$ cat config.mk
export PLATFORM = sky130hd
export DESIGN_NAME = mp25519_carry
export DESIGN_NICKNAME = d
export VERILOG_FILES = /design/src/assert_macros.svh /design/src/mp25519_pkg.sv /design/src/mp25519_carry.sv
export SDC_FILE = /design/constraint.sdc
export NUM_CORES = 2
export LEC_CHECK = 0
export BUFFER_PORTS_ARGS = -buffer_cell sky130_fd_sc_hd__buf_2
export CAP_MARGIN = 20
export CORE_ASPECT_RATIO = 0.7
export CORE_MARGIN = 3
export CORE_UTILIZATION = 55
export DETAILED_ROUTE_END_ITERATION = 12
export PLACE_DENSITY = 0.84
export RECOVER_POWER = 50
export SYNTH_ARGS = -nofsm -noshare
export SYNTH_HDL_FRONTEND = slang
export SYNTH_MEMORY_MAX_BITS = 65536
export SYNTH_SLANG_ARGS = --single-unit
export TNS_END_PERCENT = 5
$ cat constraint.sdc
create_clock -name clock -period 12.1 [get_ports clock]
set_input_delay 1.21 -clock clock [delete_from_list [all_inputs] [get_ports clock]]
set_output_delay 1.21 -clock clock [all_outputs]
set_load 0.005 [all_outputs]
$ cat src/assert_macros.svh
// assertion macros shared by the rtl of the p25519 limb multiplier
// no dependencies; define NO_ASSERTIONS to compile them out
`ifndef ASSERT_MACROS_SVH
`define ASSERT_MACROS_SVH
`ifndef NO_ASSERTIONS
`define MP_ASSERT_IMPLY(label, clk, rst, ante, cons, msg) \
   label: assert property (@(posedge clk) disable iff (rst) (ante) |-> (cons)) \
      else $error(msg);
`define MP_ASSERT_NEXT(label, clk, rst, ante, cons, msg) \
   label: assert property (@(posedge clk) disable iff (rst) (ante) |=> (cons)) \
      else $error(msg);
`else
`define MP_ASSERT_IMPLY(label, clk, rst, ante, cons, msg)
`define MP_ASSERT_NEXT(label, clk, rst, ante, cons, msg)
`endif
`endif

$ cat src/mp25519_pkg.sv
// constants and types of the radix 2^51 multiplier modulo 2^255-19
// no dependencies; used by every module of the block
`default_nettype none

package mp25519_pkg;

   localparam int LIMB_BITS    = 51;
   localparam int LIMB_COUNT   = 5;
   localparam int Z1_BITS      = LIMB_BITS + 1;
   localparam int HALF_LO_BITS = (LIMB_BITS + 1) / 2;
   localparam int HALF_HI_BITS = LIMB_BITS - HALF_LO_BITS;
   localparam int PP_BITS      = 2 * HALF_LO_BITS;
   localparam int PROD_BITS    = 2 * LIMB_BITS;
   localparam int COLSUM_BITS  = PROD_BITS + 3;
   localparam int COL_BITS     = PROD_BITS + 8;
   localparam int CARRY_BITS   = COL_BITS - LIMB_BITS;
   localparam int FOLD_BITS    = CARRY_BITS + 5;
   localparam int REQ_BITS     = ((2 * LIMB_COUNT * LIMB_BITS + 7) / 8) * 8;
   localparam int RSP_BITS     = LIMB_COUNT * LIMB_BITS + 1;

   typedef logic [LIMB_BITS-1:0]                  limb_type;
   typedef limb_type [LIMB_COUNT-1:0]             limb_vec_type;
   typedef logic [PP_BITS-1:0]                    pp_type;
   typedef pp_type [LIMB_COUNT-1:0][LIMB_COUNT-1:0] pp_mat_type;
   typedef logic [PROD_BITS-1:0]                  prod_type;
   typedef prod_type [LIMB_COUNT-1:0][LIMB_COUNT-1:0] prod_mat_type;
   typedef logic [COLSUM_BITS-1:0]                colsum_type;
   typedef colsum_type [LIMB_COUNT-1:0]           colsum_vec_type;
   typedef logic [COL_BITS-1:0]                   col_type;
   typedef col_type [LIMB_COUNT-1:0]              col_vec_type;
   typedef logic [CARRY_BITS-1:0]                 carry_type;
   typedef logic [FOLD_BITS-1:0]                  fold_type;

endpackage

`default_nettype wire

$ cat src/mp25519_carry.sv
// carry chain over the columns, one column per stage, then the final
// carry scaled by 19 in a stage of its own; uses mp25519_pkg
`default_nettype none

module mp25519_carry
   import mp25519_pkg::*;
(
   input  logic         clock,
   input  logic         reset,
   input  logic         en,
   input  logic         in_valid,
   input  col_vec_type  col,
   output logic         out_valid,
   output limb_vec_type digit,
   output fold_type     fold
);

   logic [LIMB_COUNT-1:0] stg_valid_ff, stg_valid_in;
   col_vec_type           stg_col_ff [LIMB_COUNT];
   col_vec_type           stg_col_in [LIMB_COUNT];
   carry_type             stg_carry_ff [LIMB_COUNT];
   carry_type             stg_carry_in [LIMB_COUNT];
   limb_vec_type          stg_digit_ff [LIMB_COUNT];
   limb_vec_type          stg_digit_in [LIMB_COUNT];
   logic                  fold_valid_ff;
   fold_type              fold_ff, fold_in;
   limb_vec_type          fold_digit_ff;
   fold_type              last_carry;

   // stage s settles column s and hands its carry on
   always_comb begin
      logic         valid_src;
      col_vec_type  col_src;
      carry_type    carry_src;
      limb_vec_type digit_src;
      col_type      sum;
      for (int s = 0; s < LIMB_COUNT; s++) begin
         if (s == 0) begin
            valid_src = in_valid;
            col_src   = col;
            carry_src = '0;
            digit_src = '0;
         end else begin
            valid_src = stg_valid_ff[s-1];
            col_src   = stg_col_ff[s-1];
            carry_src = stg_carry_ff[s-1];
            digit_src = stg_digit_ff[s-1];
         end
         sum                = col_src[s] + col_type'(carry_src);
         stg_valid_in[s]    = valid_src;
         stg_col_in[s]      = col_src;
         stg_carry_in[s]    = carry_type'(sum >> LIMB_BITS);
         stg_digit_in[s]    = digit_src;
         stg_digit_in[s][s] = sum[LIMB_BITS-1:0];
      end
   end

   // 2^255 = 19 mod p, so the carry past the top limb comes back times 19
   assign last_carry = fold_type'(stg_carry_ff[LIMB_COUNT-1]);
   assign fold_in    = (last_carry << 4) + (last_carry << 1) + last_carry;

   always_ff @(posedge clock) begin
      if (reset) begin
         stg_valid_ff  <= '0;
         fold_valid_ff <= 1'b0;
      end else if (en) begin
         stg_valid_ff  <= stg_valid_in;
         fold_valid_ff <= stg_valid_ff[LIMB_COUNT-1];
      end
   end

   always_ff @(posedge clock) begin
      if (en) begin
         for (int s = 0; s < LIMB_COUNT; s++) begin
            stg_col_ff[s]   <= stg_col_in[s];
            stg_carry_ff[s] <= stg_carry_in[s];
            stg_digit_ff[s] <= stg_digit_in[s];
         end
         fold_ff       <= fold_in;
         fold_digit_ff <= stg_digit_ff[LIMB_COUNT-1];
      end
   end

   assign out_valid = fold_valid_ff;
   assign digit     = fold_digit_ff;
   assign fold      = fold_ff;

endmodule

`default_nettype wire

**Word level (Yosys, flattened, before mapping)**

Memories as Yosys holds them, arrays and structs flattened. A register that Yosys moved wholly into a read port is not among the register bits.
Cells that the tools add are included.
Widths: inputs -> output; s select.

- Flip-flop bits (word level): 70
- RAM bits: 4320
- Input port bits: 554
- Output and inout port bits: 320
- Logic and storage cells: 14
- Memories kept: 3

- $add $sub $neg: 6
- Muxes and demuxes: 2

Memory list:

| name | words | bits a word | read ports | clocked after memory_dff | wr ports | RTL line | source |
|---|---|---|---|---|---|---|---|
| stg_col_ff | 5 | 550 | 4 | 0 | 5 | mp25519_carry.sv:19 | `col_vec_type stg_col_ff [LIMB_COUNT];` |
| stg_digit_ff | 5 | 255 | 5 | 1 | 5 | mp25519_carry.sv:23 | `limb_vec_type stg_digit_ff [LIMB_COUNT];` |
| stg_carry_ff | 5 | 59 | 5 | 0 | 5 | mp25519_carry.sv:21 | `carry_type stg_carry_ff [LIMB_COUNT];` |

Operator list:

| cell | count |
|---|---|
| $add 110x59->110 | 4 |
| $add 63x60->64 | 1 |
| $add 64x59->64 | 1 |
| $mux 1 | 2 |

**Depth between registers and ports, before layout**

An unclocked memory read counts as a cell.

- Depth after elaboration: 3
- Gate-level depth with buffers: 15
- Mapped depth without buffers: 15

**Worst setup path before layout**

OpenSTA, ideal clock, no wires.

- Path type: reg2reg
- Start point: mem stg_carry_ff[0][245] in the netlist's numbering
- End point: reg fold_ff[62] (netlist: fold[62]), data pin
- Library setup time: 0.265 ns
- Arrival: 3.692 ns
- Data required time: 11.835 ns
- Setup slack: 8.142 ns
- Cell stages (with the launch flop): 15
- Buffers on the path: 1
- Period minus slack after synthesis: 3.958 ns
- Cell sequence: edfxtp_1 -> fa_1 -> ha_1 -> clkbuf_1 -> nand2_1 -> o21ai_0 -> a311o_1 -> a41oi_1 -> o21ai_1 -> a41oi_1 -> o21ai_1 -> a21oi_1 -> or3_1 -> and4_1 -> or3_1

RTL lines:

| element | RTL line | source |
|---|---|---|
| from (decl) | mp25519_carry.sv:21 |  |
| to (signal assigned) | mp25519_carry.sv:79 | `fold_ff <= fold_in;` |
| to (decl) | mp25519_carry.sv:26 | `fold_type fold_ff, fold_in;` |

==> results.tsv <==
stage	metric	value	unit
clocking	H-tree depth	4	
setup_path	RR Startpoint	stg_col_ff[0][1430]$_DFFE_PP_	
floorplanning	Die Wd	509	um
final_layout	area growth from synthesis to layout	14.9	%
route	drt initial violations	6208	
place	Port Buffers	873	
clocking	hold buffer count at CTS	0	
status	violated checks	capacitance limit, slew limit	
route	drt first pass iters	6	
route	routed wire length	218	mm
clocking	postcts setup bufs	0	
setup_path	WP depth	6	
timing	final slew viol count	94	
timing	setup_tns	0	ns
setup_path	CP top delay family	buffers and inverters	
setup_path	critical path data arrival time	5.88	ns
timing	Worst-Margin Slew	2.88	ns
logic_synthesis	commonest register cell after synthesis	edfxtp_1	
setup_path	slowest CP cell	clkbuf_1	
global_route	vias in the first global route	51800	
setup_path	Critical Path RT	12.82	ns
route	total number of vias	53800	
logic_synthesis	cells after synthesis	5809	
setup_path	Crit. End Element	flop	
clocking	Resized cells post-CTS	0	
setup_path	crit path cell chain	buf_12 -> clkbuf_1 -> buf_4 -> buf_12 -> mux2i_1 -> nor2_1	
timing	RSZ-0062 raised after global routing	no	
timing	Setup violations, final	0	
timing	fin crit share	0.426	
route	Routed WL per cell	23.3	um
clocking	clk buf depth	3	
global_route	global-route wire length before repair	319	mm
logic_synthesis	Synth Register Bits	2485	
power_and_ir_drop	maximum VDD drop	0.000139	V
setup_path	Reg2Reg Capture Point	stg_carry_ff[0][234]$_DFFE_PP_	
timing	Slew headroom	-0.922	
clocking	root buf cell	clkbuf_16	
final_layout	Final Net Count	7695	
route	ANT nets after route	0	
logic_synthesis	Seq/Total Area, Yosys	0.766	
route	Vias/cell	5.75	
power_and_ir_drop	Pwr Total	20.3	mW
logic_synthesis	Post-synth EDFFs	2479	
final_layout	final non-filler cell total	9357	
power_and_ir_drop	Power Dens Cells	181	nW/um2
setup_path	Worst Path Buf+Inv	4	
global_route	total grt overflow	0	
floorplanning	initial core utilization	0.557	
place	Placed Instances	8902	
setup_path	Critical Path End	stg_valid_ff[0]$_SDFFE_PP0P_	
setup_path	Reg2Reg Setup Slack	7.16	ns
setup_path	CP most frequent cell	buf_12	
timing	minimum clock period	5.15	ns
final_layout	commonest non-fill, non-tap cell in the layout	edfxtp_1	
timing	Max Clock Skew	0.0711	ns
logic_synthesis	Distinct cells, synth	89	
logic_synthesis	Synth Area per Inst	16.8	um2
final_layout	most frequent cells in the layout	2479 x edfxtp_1, 788 x buf_2, 336 x a21oi_1	
floorplanning	Die Y	358	um
logic_synthesis	asr flop ratio synth	0	
place	Final Wtd Congestion	1.01	
min_path	Worst Hold Class	reg -> reg	
power_and_ir_drop	Leak Pwr	41.1	nW
setup_path	crit start category	primary input	
floorplanning	Core Rows	128	
setup_path	crit-path max cell delay	2.10	ns
floorplanning	die footprint	182000	um2
place	Post-DP HPWL	157	mm
clocking	Clock transition at path regs	0.07	ns
route	Routed met1 length	86.8	mm
setup_path	R2R cell count	15	
setup_path	CP max FO	194	
job	# Max-Cap Violations	2	
setup_path	Setup CP Type	in -> reg	
clocking	CTS sink cnt	2485	
status	run status	finished with violations	
global_route	initial antenna violation count	87	
logic_synthesis	syn_nets	6722	
logic_synthesis	Post-Syn Area	97400	um2
floorplanning	io pins	874	
floorplanning	Core Area	175000	um2
clocking	CTS tree	yes	
clocking	worst-skew pair later-pin latency	0.86	ns
final_layout	layout cell share with drive strength beyond 1	0.170	
timing	FMAX	194	MHz
route	metal2 WL	104	mm
final_layout	final core occ	0.640	
route	Top Layer Used	met5	
logic_synthesis	synth warn	0	
route	routed wl met3	15.9	mm
setup_path	Worst Setup SP	en	
global_route	GRT Overall Usage	0.233	
clocking	CTS Buf Count	217	
global_route	largest net degree at the start of global routing	222	
route	DRC	0	
timing	Hold Vio Cnt, Final	0	
[synth_stat cells (6+ instances only)]
cell type / number / area share
a211o_1: 7 / 0.00063
a211oi_1: 26 / 0.0020
a21boi_0: 9 / 0.00069
a21o_1: 207 / 0.016
a21oi_1: 337 / 0.017
a221o_1: 8 / 0.00082
a221oi_1: 16 / 0.0014
a31o_2: 6 / 0.00054
a31oi_1: 50 / 0.0032
a41oi_1: 9 / 0.00081
and2_1: 30 / 0.0019
and3_1: 76 / 0.0049
and4_1: 20 / 0.0018
buf_2: 11 / 0.00057
clkbuf_1: 132 / 0.0051
dfxtp_1: 6 / 0.0012
edfxtp_1: 2479 / 0.76
fa_1: 60 / 0.012
ha_1: 299 / 0.038
inv_1: 101 / 0.0039
mux2i_1: 6 / 0.00062
nand2_1: 303 / 0.012
nand2b_1: 34 / 0.0022
nand3_1: 156 / 0.0080
nand3b_1: 6 / 0.00046
nand4_1: 134 / 0.0086
nor2_1: 234 / 0.0090
nor2b_1: 34 / 0.0022
nor3_1: 72 / 0.0037
nor3b_1: 8 / 0.00062
nor4_1: 14 / 0.00090
o211ai_1: 21 / 0.0016
o21a_1: 38 / 0.0029
o21ai_0: 165 / 0.0085
o21ai_1: 20 / 0.0010
o21bai_1: 51 / 0.0039
o221ai_1: 8 / 0.00072
o31ai_1: 20 / 0.0015
or2_2: 11 / 0.00071
or3_1: 14 / 0.00090
xnor2_1: 295 / 0.027
xor2_1: 185 / 0.017
[where the power goes]
part	total (mW)	internal, mW	switching, mW
Sequential	10.8	10.5	0.317
Combinational	2.37	0.896	1.47
Clock	7.09	3.96	3.13
Total	20.3	15.4	4.92
[through the flow]
stage	hold WS, ns	cell area, um2	setup slack, ns
3_5_place_dp	0.405	104000	7.28
4_1_cts	0.377	112000	7.28
2_1_floorplan	0.400	97400	8.14
5_1_grt	0.389	112000	6.41
6_report	0.369	112000	6.95
3_3_place_gp	0.400	104000	7.38
[worst register-to-register path: cells and delay by family, from the launching register on]
kind / cells / cell delay (ns)
buffers and inverters: 2 / 0.26
DFF: 1 / 0.34
xor gates and xnor gates: 1 / 0.17
adders and majority gates: 2 / 0.58
and+or+nand+nor: 3 / 1.22
AOI/OAI and AO/OA: 7 / 2.15
[flip-flops by register name, indices dropped and copies added, names as in the netlist]
name,count
stg_carry_ff,295
fold,64
stg_col_ff,1304
stg_valid_ff,5
out_valid,1
digit,255
stg_digit_ff,561
[worst min-delay path by stage]
stage / start / to / slack (ns) / cells past startpoint
4_1_cts: stg_digit_ff[2][101]$_DFFE_PP_ / stg_digit_ff[3][101]$_DFFE_PP_ / 0.38 / 0
3_5_place_dp: stg_digit_ff[4][101]$_DFFE_PP_ / digit[101]$_DFFE_PP_ / 0.40 / 0
2_1_floorplan: stg_digit_ff[4][0]$_DFFE_PP_ / digit[0]$_DFFE_PP_ / 0.40 / 0
3_3_place_gp: stg_digit_ff[1][79]$_DFFE_PP_ / stg_digit_ff[2][79]$_DFFE_PP_ / 0.40 / 0
5_1_grt: stg_digit_ff[1][83]$_DFFE_PP_ / stg_digit_ff[2][83]$_DFFE_PP_ / 0.39 / 0
6_report: stg_digit_ff[2][101]$_DFFE_PP_ / stg_digit_ff[3][101]$_DFFE_PP_ / 0.37 / 0
[cells by family after synthesis]
group,Yosys count,share of synthesized area
AND/OR/NAND/NOR,1168,0.0598
AO/OA/AOI/OAI,1064,0.0703
multiplexers,6,0.000617
flip-flops,2485,0.766
buffers and inverters,247,0.00966
adder cells (fa/ha/maj),359,0.0508
XOR/XNOR,480,0.0432
[per-layer routing]
metal | track usage | vias up
met5 | 0 | -
met4 | 0.119 | 8
met3 | 0.0422 | 562
met2 | 0.368 | 2724
met1 | 0.315 | 26000
li1 | - | 24500
[area by class of cell]
class | count | area (um2)
Antenna cell | 51 | 128
Clock buffer | 246 | 5540
Clock inverter | 157 | 1870
Fill cell | 11900 | 63000
Inverter | 101 | 379
Multi-Input combinational cell | 3077 | 21900
Sequential cell | 2485 | 74600
Tap cell | 2340 | 2930
Timing Repair Buffer | 900 | 4600
Power figures use the tool's default switching activity.
